--- src/rtl/mmscp_pkg.sv ---
package mmscp_pkg;

  localparam int unsigned WordW = 9;
  localparam int unsigned ByteW = 8;
  localparam int unsigned ServoW = 11;
  localparam int unsigned MotorW = 9;

  localparam logic [ByteW-1:0] CmdMotorSpeed = 8'd10;
  localparam logic [ByteW-1:0] CmdServoAngle = 8'd11;
  localparam logic [ByteW-1:0] CmdMotorInv = 8'd12;
  localparam logic [ByteW-1:0] CmdServoInv = 8'd13;
  localparam logic [ByteW-1:0] CmdServoTrim = 8'd14;

  localparam logic [ServoW-1:0] ServoMax = 11'd1799;
  localparam logic [ServoW-1:0] ServoCentreRst = 11'd900;
  localparam logic [ServoW-1:0] ServoBase = 11'd1000;
  localparam logic [7:0] MotorMax = 8'd100;
  // round(65536 * 1000 / 1800), exact floor over 0..1799
  localparam logic [15:0] ServoScale = 16'd36409;

  typedef enum logic [2:0] {
    StNothing = 3'd0,
    StMatched = 3'd1,
    StIgnored = 3'd2,
    StUnknown = 3'd3,
    StBadSum = 3'd4,
    StApplied = 3'd5
  } status_e;

  typedef enum logic [3:0] {
    PhIdle = 4'b0001,
    PhCommand = 4'b0010,
    PhPayload = 4'b0100,
    PhCheck = 4'b1000
  } phase_e;

  // packed lowest field last so the struct maps onto tdata from bit 0 up
  typedef struct packed {
    logic motor_forward;
    logic [MotorW-1:0] motor_compare;
    logic motor_update;
    logic [ServoW-1:0] servo_compare;
    logic servo_update;
    logic led_toggle;
    status_e status;
  } result_t;

  typedef struct packed {
    logic servo_update;
    logic [ServoW-1:0] servo_compare;
    logic motor_update;
    logic [MotorW-1:0] motor_compare;
    logic motor_forward;
    logic [ServoW-1:0] trim;
  } apply_t;

endpackage

--- src/rtl/mmscp_apply.sv ---
module mmscp_apply (
  input  logic [7:0]                    cmd_i,
  input  logic [7:0]                    p0_i,
  input  logic [7:0]                    p1_i,
  input  logic                          motor_inv_i,
  input  logic                          servo_inv_i,
  input  logic [mmscp_pkg::ServoW-1:0]  centre_i,
  output mmscp_pkg::apply_t             apply_o
);

  logic signed [15:0] angle_raw;
  logic signed [17:0] angle_v;
  logic [mmscp_pkg::ServoW-1:0] angle_c;
  logic [26:0] angle_prod;
  logic signed [7:0] speed;
  logic [7:0] speed_mag;
  logic [7:0] speed_c;
  logic [15:0] trim_raw;

  always_comb begin
    angle_raw = $signed({p1_i, p0_i});
    if (servo_inv_i) begin
      angle_v = -18'(angle_raw);
    end else begin
      angle_v = 18'(angle_raw);
    end
    angle_v = angle_v + $signed({7'd0, centre_i});
    if (angle_v >= 18'sd1800) begin
      angle_c = mmscp_pkg::ServoMax;
    end else if (angle_v < 18'sd0) begin
      angle_c = '0;
    end else begin
      angle_c = angle_v[mmscp_pkg::ServoW-1:0];
    end
    angle_prod = 27'(angle_c) * 27'(mmscp_pkg::ServoScale);

    speed = $signed(p0_i);
    speed_mag = speed[7] ? 8'(-speed) : p0_i;
    speed_c = (speed_mag > mmscp_pkg::MotorMax) ? mmscp_pkg::MotorMax : speed_mag;

    trim_raw = {p1_i, p0_i};

    apply_o = '0;
    case (cmd_i)
      mmscp_pkg::CmdServoAngle: begin
        apply_o.servo_update = 1'b1;
        apply_o.servo_compare = mmscp_pkg::ServoBase + angle_prod[26:16];
      end
      mmscp_pkg::CmdMotorSpeed: begin
        apply_o.motor_update = 1'b1;
        apply_o.motor_compare = {speed_c[6:0], 2'b00};
        apply_o.motor_forward = ~speed[7] ^ motor_inv_i;
      end
      mmscp_pkg::CmdServoTrim: begin
        if (trim_raw >= 16'd1800) begin
          apply_o.trim = mmscp_pkg::ServoMax;
        end else begin
          apply_o.trim = trim_raw[mmscp_pkg::ServoW-1:0];
        end
      end
      default: begin
      end
    endcase
  end

endmodule

--- src/rtl/multidrop_motor_servo_command_parser.sv ---
// An accepted word is held in the input register, its status in the result register.
// One word per cycle while m_axis does not stall; the two registers decouple the two
// sides, the parse and apply logic sits between them.
// Reset (rst_ni low, asynchronous): parser idle, checksum, command and counts
// cleared, invert flags off, trim 900, node mask 1, both stages empty.
module multidrop_motor_servo_command_parser (
  input  logic        clk_i,
  input  logic        rst_ni,
  input  logic        s_axis_tvalid,
  output logic        s_axis_tready,
  input  logic [15:0] s_axis_tdata,  // [8:0] rx_word
  output logic        m_axis_tvalid,
  input  logic        m_axis_tready,
  output logic [31:0] m_axis_tdata,  // [2:0] status, [3] led_toggle, [4] servo_update,
                                     // [15:5] servo_compare, [16] motor_update,
                                     // [25:17] motor_compare, [26] motor_forward
  input  logic        cfg_valid_i,
  output logic        cfg_ready_o,
  input  logic [7:0]  cfg_data_i
);

  logic [7:0] mask_q;
  logic in_valid_q;
  logic [mmscp_pkg::WordW-1:0] in_word_q;
  logic out_valid_q;
  mmscp_pkg::result_t out_q, res_d;
  logic adv;

  mmscp_pkg::phase_e phase_q, phase_d;
  logic [7:0] csum_q, csum_d;
  logic [7:0] cmd_q, cmd_d;
  logic [7:0] pay_q [2];
  logic [1:0] cnt_q, cnt_d;
  logic [1:0] exp_q, exp_d;
  logic motor_inv_q, motor_inv_d;
  logic servo_inv_q, servo_inv_d;
  logic [mmscp_pkg::ServoW-1:0] centre_q, centre_d;
  logic pay_we;
  logic [7:0] data;
  logic [7:0] sum;
  mmscp_pkg::apply_t app;

  assign adv = in_valid_q && (!out_valid_q || m_axis_tready);
  assign s_axis_tready = !in_valid_q || adv;
  assign cfg_ready_o = 1'b1;
  assign m_axis_tvalid = out_valid_q;
  assign m_axis_tdata = {5'd0, out_q};

  assign data = in_word_q[7:0];
  assign sum = csum_q ^ data;

  mmscp_apply u_apply (
    .cmd_i       (cmd_q),
    .p0_i        (pay_q[0]),
    .p1_i        (pay_q[1]),
    .motor_inv_i (motor_inv_q),
    .servo_inv_i (servo_inv_q),
    .centre_i    (centre_q),
    .apply_o     (app)
  );

  always_comb begin
    phase_d = phase_q;
    csum_d = csum_q;
    cmd_d = cmd_q;
    cnt_d = cnt_q;
    exp_d = exp_q;
    motor_inv_d = motor_inv_q;
    servo_inv_d = servo_inv_q;
    centre_d = centre_q;
    pay_we = 1'b0;
    res_d = '0;
    res_d.status = mmscp_pkg::StNothing;
    if (in_word_q[8]) begin
      if ((data & mask_q) != 8'd0) begin
        phase_d = mmscp_pkg::PhCommand;
        res_d.status = mmscp_pkg::StMatched;
        res_d.led_toggle = 1'b1;
      end else begin
        phase_d = mmscp_pkg::PhIdle;
        res_d.status = mmscp_pkg::StIgnored;
      end
    end else begin
      case (phase_q)
        mmscp_pkg::PhCommand: begin
          csum_d = data;
          cmd_d = data;
          cnt_d = 2'd0;
          if (data inside {mmscp_pkg::CmdServoAngle, mmscp_pkg::CmdServoTrim}) begin
            exp_d = 2'd2;
            phase_d = mmscp_pkg::PhPayload;
          end else if (data inside {mmscp_pkg::CmdMotorSpeed, mmscp_pkg::CmdMotorInv,
                                    mmscp_pkg::CmdServoInv}) begin
            exp_d = 2'd1;
            phase_d = mmscp_pkg::PhPayload;
          end else begin
            exp_d = 2'd0;
            phase_d = mmscp_pkg::PhIdle;
            res_d.status = mmscp_pkg::StUnknown;
          end
        end
        mmscp_pkg::PhPayload: begin
          csum_d = sum;
          pay_we = 1'b1;
          cnt_d = cnt_q + 2'd1;
          if (cnt_d >= exp_q) begin
            phase_d = mmscp_pkg::PhCheck;
          end
        end
        mmscp_pkg::PhCheck: begin
          csum_d = sum;
          phase_d = mmscp_pkg::PhIdle;
          if (sum != 8'd0) begin
            res_d.status = mmscp_pkg::StBadSum;
          end else begin
            res_d.status = mmscp_pkg::StApplied;
            res_d.servo_update = app.servo_update;
            res_d.servo_compare = app.servo_compare;
            res_d.motor_update = app.motor_update;
            res_d.motor_compare = app.motor_compare;
            res_d.motor_forward = app.motor_forward;
            case (cmd_q)
              mmscp_pkg::CmdMotorInv: motor_inv_d = (pay_q[0] != 8'd0);
              mmscp_pkg::CmdServoInv: servo_inv_d = (pay_q[0] != 8'd0);
              mmscp_pkg::CmdServoTrim: centre_d = app.trim;
              default: begin
              end
            endcase
          end
        end
        default: begin
        end
      endcase
    end
  end

  always_ff @(posedge clk_i or negedge rst_ni) begin
    if (!rst_ni) begin
      mask_q <= 8'd1;
      in_valid_q <= 1'b0;
      out_valid_q <= 1'b0;
      phase_q <= mmscp_pkg::PhIdle;
      csum_q <= '0;
      cmd_q <= '0;
      cnt_q <= '0;
      exp_q <= '0;
      motor_inv_q <= 1'b0;
      servo_inv_q <= 1'b0;
      centre_q <= mmscp_pkg::ServoCentreRst;
    end else begin
      if (cfg_valid_i && cfg_ready_o) begin
        mask_q <= cfg_data_i;
      end
      if (s_axis_tready) begin
        in_valid_q <= s_axis_tvalid;
      end
      if (adv) begin
        out_valid_q <= 1'b1;
      end else if (m_axis_tready) begin
        out_valid_q <= 1'b0;
      end
      if (adv) begin
        phase_q <= phase_d;
        csum_q <= csum_d;
        cmd_q <= cmd_d;
        cnt_q <= cnt_d;
        exp_q <= exp_d;
        motor_inv_q <= motor_inv_d;
        servo_inv_q <= servo_inv_d;
        centre_q <= centre_d;
      end
    end
  end

  always_ff @(posedge clk_i) begin
    if (s_axis_tready && s_axis_tvalid) begin
      in_word_q <= s_axis_tdata[mmscp_pkg::WordW-1:0];
    end
    if (adv) begin
      out_q <= res_d;
    end
    if (adv && pay_we) begin
      pay_q[cnt_q[0]] <= data;
    end
  end

`ifndef NO_ASSERTIONS
  a_led_on_match: assert property (@(posedge clk_i) disable iff (!rst_ni)
    out_valid_q && out_q.led_toggle |-> out_q.status == mmscp_pkg::StMatched)
    else $error("led toggle without matched address");

  a_servo_range: assert property (@(posedge clk_i) disable iff (!rst_ni)
    out_valid_q && out_q.servo_update |->
      out_q.status == mmscp_pkg::StApplied && out_q.servo_compare >= 11'd1000 &&
      out_q.servo_compare <= 11'd1999)
    else $error("servo compare out of range");

  a_motor_range: assert property (@(posedge clk_i) disable iff (!rst_ni)
    out_valid_q && out_q.motor_update |->
      out_q.status == mmscp_pkg::StApplied && out_q.motor_compare <= 9'd400)
    else $error("motor compare out of range");

  a_stage_held: assert property (@(posedge clk_i) disable iff (!rst_ni)
    in_valid_q && !adv |=> in_valid_q && $stable(in_word_q))
    else $error("stalled input stage lost its request");
`endif

endmodule

--- config.mk ---
export PLATFORM = sky130hd
export DESIGN_NAME = multidrop_motor_servo_command_parser
export DESIGN_NICKNAME = d
export VERILOG_FILES = /design/src/rtl/mmscp_pkg.sv /design/src/rtl/mmscp_apply.sv /design/src/rtl/multidrop_motor_servo_command_parser.sv
export SDC_FILE = /design/constraint.sdc
export NUM_CORES = 1
export LEC_CHECK = 0
export ABC_AREA = 0
export BUFFER_PORTS_ARGS = -buffer_cell sky130_fd_sc_hd__clkbuf_2
export CORE_MARGIN = 5
export CORE_UTILIZATION = 46
export CTS_BUF_LIST = sky130_fd_sc_hd__clkbuf_4 sky130_fd_sc_hd__clkbuf_8 sky130_fd_sc_hd__clkbuf_16
export DETAILED_ROUTE_END_ITERATION = 8
export PLACE_DENSITY = 0.69
export SYNTH_ARGS = -nofsm -noshare
export SYNTH_HDL_FRONTEND = slang
export SYNTH_SLANG_ARGS = --single-unit
--- constraint.sdc ---
create_clock -name clk_i -period 8.27 [get_ports clk_i]
set_input_delay 0.4135 -clock clk_i [delete_from_list [all_inputs] [get_ports clk_i]]
set_output_delay 0.4135 -clock clk_i [all_outputs]
set_load 0.01 [all_outputs]
* After elaboration in Yosys (flattened, before gate mapping)
Memory sizes are Yosys's and may differ from the RTL's.
Cells that the tools add are included.
W data, S select, Z words.
** Operators by class
- $lt $le $gt $ge :: 5
- Equality and inequality tests :: 14
- Bitwise operators :: 9
- Div/mod/pow operators :: 0
- Multipliers :: 1
- Reduce and logical (&&, ||, !) cells :: 28
- $add $sub $neg :: 5
- Shifts and indexed selects :: 0
- Mux-type cells :: 31
** Operator list (count)
- $eq A8 B4 Y1 const B :: 10
- $mux W11 :: 4
- $mul A11 B16 Y27 const B :: 1
- $reduce_bool A8 Y1 :: 3
- $add A18 B12 Y18 :: 1
- $ge A18 B12 Y1 const B :: 1
- $lt A18 B1 Y1 const B :: 1
- $mux W18 :: 1
- $neg A16 Y18 :: 1
- $ge A16 B11 Y1 const B :: 1
- $pmux W8 S2 :: 1
- $reduce_and A5 Y1 :: 3
- $mux W12 :: 1
- $pmux W4 S3 :: 1
- $reduce_and A3 Y1 :: 4
- $add A10 B11 Y11 const A :: 1
- $mux W2 :: 5
- $mux W1 :: 9
- $mux W3 :: 3
- $and A8 B8 Y8 :: 1
- $gt A8 B7 Y1 const B :: 1
- $mux W4 :: 2
- $mux W8 :: 1
- $neg A8 Y8 :: 1
- 22 further kinds :: 35
** Word-level totals
- Latch bits :: 0
- ROM bits :: 0
- Memories :: 1
- Bits in writable memories :: 16
- Bits of input ports :: 29
- Flip-flop bits (word level) :: 83
- Output and inout port bits :: 35
** Memories
- pay_q :: depth 2, width 8, rd ports 2, clocked after Yosys merged registers in 0, write ports 1, line multidrop_motor_servo_command_parser.sv:32 : logic [7:0] pay_q [2];

* Depth between registers and ports, before layout
An unclocked memory read counts as a cell.
- Word-level depth :: 10
- Gate-level depth with buffers :: 39
- Depth with buffers taken out :: 39

* Cells and area by module
Synthesis repeated with hierarchy kept, for this count alone.
** Unflattened totals
- Cell total of the unflattened synthesis :: 872
- Area, all modules :: 8627.0 sq um
** By module, submodules not included
- mmscp_apply :: area an instance 4411.7 sq um, times used 1, cells each 586
- multidrop_motor_servo_command_parser :: area an instance 4215.3 sq um, times used 1, cells each 286

* Worst setup path before layout
No wires, ideal clock.
- Path type :: register -> register
- From :: memory pay_q[0][3]
- To :: register out_q, in the netlist m_axis_tdata[15], data pin
- Slack :: -0.907 ns
- Arrival :: 8.987 ns
- Path buffers :: 3
- Stages on the path, launching flop included :: 38
- Clock period less this slack :: 9.177 ns
- Cells stage by stage :: edfxtp_1 > buf_6 > or4_4 > buf_6 > nor2_1 > ha_1 > mux2i_1 > ha_1 > a211o_1 > or2_2 > o21ai_0 > o2111ai_1 > a2111oi_4 > o22ai_2 > nor2_1 > a21oi_1 > ha_1 > or2_2 > [... 2 more ...] > inv_1 > fa_1 > inv_1 > fa_1 > ha_1 > clkbuf_1 > a21o_1 > a21o_1 > a21o_1 > a21o_1 > a21oi_1 > o21ai_0 > a31oi_1 > o21a_1 > nor2_1 > a2111oi_4 > a311oi_1 > a2111oi_2
** RTL lines
- start: declaration :: line multidrop_motor_servo_command_parser.sv:32
- end signal: assignment :: line multidrop_motor_servo_command_parser.sv:180 : out_q <= res_d;
- end: declaration :: line multidrop_motor_servo_command_parser.sv:26 : mmscp_pkg::result_t out_q, res_d;

==> flow_summary.rst <==
.. list-table::
   :header-rows: 1

   * - Metric
     - Value
   * - Placed wire-length estimate
     - 16100 µm
   * - Fill cell total of the finished layout
     - ~1500
   * - Unique cell type count in the Yosys netlist
     - 77
   * - Global route total overflow
     - 0
   * - Clock buffers created by TritonCTS
     - 9
   * - Clock transition time at the flip-flop clock pins of the worst setup and hold paths
     - 0.08 ns
   * - Crit Path Class
     - flip-flop to flip-flop
   * - Mean number of vias per cell
     - 5.30
   * - Switching part of the total
     - 0.278
   * - Failing checks
     - setup timing
   * - Worst max-slew margin expressed relative to the limit
     - 0.356
   * - Clock Latency Late Sink
     - 0.35 ns
   * - Switching power of the nets
     - approximately 0.00033 W
   * - Max-slew violations
     - 0
   * - Worst Path Required
     - 8.37 ns
   * - Synth Cell Area
     - 8460 µm²
   * - Power share of the combinational group
     - 0.118
   * - Critical path arrival
     - approximately 8.8 ns
   * - Post-route fraction of the period consumed by the critical path
     - 1.05
   * - Launching element type of the critical path
     - flip-flop
   * - Initial DRC count
     - 447
   * - Largest net degree at the start of global routing
     - 48
   * - Internal Power
     - 0.000847 W
   * - Cell area after layout
     - 10900 µm²
   * - Overall fraction of global-route tracks in use
     - 0.191
   * - Remaining antenna violation count
     - 0
   * - Number of flip-flops and latches in the synthesized netlist
     - 97
   * - Standard-cell row count
     - a little under 50
   * - Unrepaired setup endpoints after global routing
     - yes
   * - Via total after detailed routing
     - between 7000 and 8000
   * - Die area
     - 21200 µm²
   * - Die boundary height
     - between 100 and 150 µm
   * - Number of maximum-capacitance constraint violations
     - 0
   * - Share of layout cells above drive strength 1
     - 0.331
   * - Post-Synthesis Cells
     - 897
   * - Top library cells by usage in the layout, fill and taps aside
     - buf_4 (171), inv_1 (93), ha_1 (77)
   * - Antenna violations before repair
     - 0
   * - Clock power frac
     - 0.359
   * - Sequential fraction of design power
     - 0.523
   * - Combined flip-flop and latch cell area
     - 2690 µm²
   * - Minimum clock period after layout
     - 8.65 ns
   * - Leakage dissipation
     - 5.23 nW
   * - Starting utilization of the core area
     - 0.469
   * - First-pass DRT Iterations
     - 5
   * - Count of flip-flops with a built-in enable after synthesis
     - 50
   * - Root Buffer Master
     - clkbuf_16
   * - Crit Path Max Fanout
     - 7
   * - Post-synthesis sequential area ratio
     - 0.317
   * - Depth of the CTS H-tree
     - 3
   * - Post-layout utilization of the core
     - 0.605
   * - Clock Skew
     - 0.0116 ns
   * - Placed cell areas
     - 10300 µm²
   * - Path class of the lowest-slack min-delay path
     - input port to async pin
   * - Slowest CP cell
     - fa_1
   * - Area of the core
     - between 15000 and 20000 µm²
   * - Antenna Diode Count
     - 0
   * - Final setup slack of the worst path
     - -0.376 ns
   * - Total detailed-routing wirelength
     - 19900 µm
   * - Net count, final
     - 1260
   * - Width of the chip
     - 146 µm
   * - Setup-violating endpoint count in the final report
     - 7
   * - Most common library cell in the layout ignoring fill and taps
     - buf_4
   * - Relative area change from synthesis to final layout
     - 29.0%
   * - Number of remaining DRC errors
     - 0
   * - Average routed wire per standard cell
     - 14.9 µm
   * - Count of final hold-check violations
     - 0
   * - Number of global-route vias before repair
     - around 7300
   * - Result of the run
     - complete, but fails checks
   * - Port Buf Inserts
     - 48
   * - TritonCTS clock tree
     - done
   * - Synth Warn #
     - 0
   * - Sink count of the clock tree
     - 97
   * - Maximum achievable frequency
     - 116 MHz
   * - Area of combinational cells with multiple inputs
     - 5650 µm²
   * - Max incr delay on CP
     - 0.58 ns
   * - Final Wtd Congestion
     - 0.919
   * - Avg Cell Area, Syn
     - around 9.4 µm²
   * - Fraction of synthesis flops using an asynchronous set or reset pin
     - 0.485
   * - Top Ports
     - 64
   * - Worst slew pin tran
     - 0.962 ns
   * - Buffer levels on the longest clock path
     - 2
   * - Power density of the placed cells
     - 107 nW/µm²
   * - Total Power Consumption
     - 0.00117 W
   * - Worst VDD drop
     - 199 µV
   * - Wire length of the first global-routing pass
     - 34200 µm
   * - CP endpoint kind
     - flip-flop
   * - Most used DFF post-synth
     - edfxtp_1
cell families (layout without fill, tap and decap cells):
group,count (synthesis),after routing,synth area share
mux,22,22,0.0288
xor+xnor,47,47,0.0503
compound gates,190,190,0.161
buf+inv,139,346,0.0676
fa+ha+maj,126,126,0.218
simple gates,274,274,0.156
flops,97,97,0.317
other cells,2,8,0.000888
stage by stage:
stage	hold slack (ns)	std cells	TNS, ns	setup slack, ns
2_1_floorplan	0.118	903	-0.577	-0.240
3_3_place_gp	0.446	1312	-1.39	-0.303
3_5_place_dp	0.448	1312	-2.88	-0.496
4_1_cts	0.160	1335	-1.48	-0.355
5_1_grt	0.187	1339	-4.37	-0.787
6_report	0.142	1339	-1.69	-0.376
synthesized netlist by cell type, types with 3 or more instances:
cell type / number / share of area
o31ai_1: 6 / 0.0053
mux2i_1: 3 / 0.0035
a21o_1: 13 / 0.012
o211a_1: 5 / 0.0059
clkbuf_1: 22 / 0.0098
or3_1: 8 / 0.0059
or4_1: 5 / 0.0044
nor3b_1: 4 / 0.0035
a211oi_1: 4 / 0.0035
nand3_1: 19 / 0.011
o211ai_1: 5 / 0.0044
nor2_1: 75 / 0.033
xnor2_1: 21 / 0.022
nand2_1: 78 / 0.035
a21oi_1: 51 / 0.030
o21ai_0: 36 / 0.021
nor4_1: 5 / 0.0037
or2_2: 5 / 0.0037
o22ai_1: 12 / 0.0089
fa_1: 36 / 0.085
a22oi_1: 5 / 0.0044
xor2_1: 25 / 0.026
mux2_2: 19 / 0.025
nand2b_1: 12 / 0.0089
nor3_1: 23 / 0.014
buf_4: 8 / 0.0071
nand4_1: 7 / 0.0052
inv_1: 104 / 0.046
ha_1: 90 / 0.13
or3b_2: 3 / 0.0031
o21a_1: 5 / 0.0044
and3_1: 8 / 0.0059
a31oi_1: 8 / 0.0059
dfstp_2: 6 / 0.019
nor2b_1: 7 / 0.0052
edfxtp_1: 50 / 0.18
dfrtp_1: 41 / 0.12
o21bai_1: 5 / 0.0044
and2_1: 9 / 0.0067
cell type report:
type | instances | share of cell area
Clock buffer | 9 | 0.0206
Clock inverter | 7 | 0.00699
Inverter | 104 | 0.0358
Multi-Input combinational cell | 667 | 0.517
Sequential cell | 97 | 0.246
Tap cell | 229 | 0.0263
Timing Repair Buffer | 226 | 0.147
metal layers:
metal,GRT usage,share of wire,vias up
met5,0,0,-
met1,0.236,0.43,3362
met4,0.0508,0.020,0
li1,-,-,3557
met3,0.0262,0.035,33
met2,0.350,0.51,140
worst paths after layout:
| path | startpoint | to | slack [ns] | cells past startpoint |
|---|---|---|---|---|
| setup / recovery | pay_q[0][3] | m_axis_tdata[13] | -0.38 | 34 |
| hold / removal | rst_ni | mask_q[2] | 0.14 | 2 |
| setup reg to reg | pay_q[0][3] | m_axis_tdata[13] | -0.38 | 34 |
| hold reg to reg | centre_q[7] | centre_q[7] | 0.45 | 2 |
| max in group asynchronous | rst_ni | centre_q[1] | 7.69 | 2 |
| min in group clk_i | s_axis_tdata[7] | in_word_q[7] | 0.23 | 1 |
flip-flops by register name, summed over array words and instances (netlist names), 4 cells and up:
name,cells
cmd_q,8
in_word_q,9
m_axis_tdata,25
pay_q,16
csum_q,8
phase_q,4
mask_q,8
centre_q,11
power groups by stage:
stage	clock (W)	combinational [W]	sequential, W
finish	0.000421	0.000138	0.000614
global route	0.000452	0.000156	0.000622
CTS	0.000433	0.000140	0.000613
detailed placement	0	0.000139	0.000623
global placement	0	0.000133	0.000620
floorplan	0	0.000110	0.000606
worst max-delay path: cells and delay by family, from the launching register on:
kind	cells	cell delay (ns)
buffers and inverters	4	0.44
and+or+nand+nor	7	1.44
adders and majority gates	7	2.90
AOI/OAI and AO/OA	14	2.88
DFF	1	0.41
muxes	1	0.19
xor gates and xnor gates	1	0.14
timing repair:
action / 4_1_cts / 5_1_grt
gates resized for setup: 36 / 16
endpoints found under the setup margin: 8 / 10
buffers inserted: 7 / 4
hold buffers: 0 / 0
pin swaps: 28 / 11
Power figures use the tool's default switching activity.
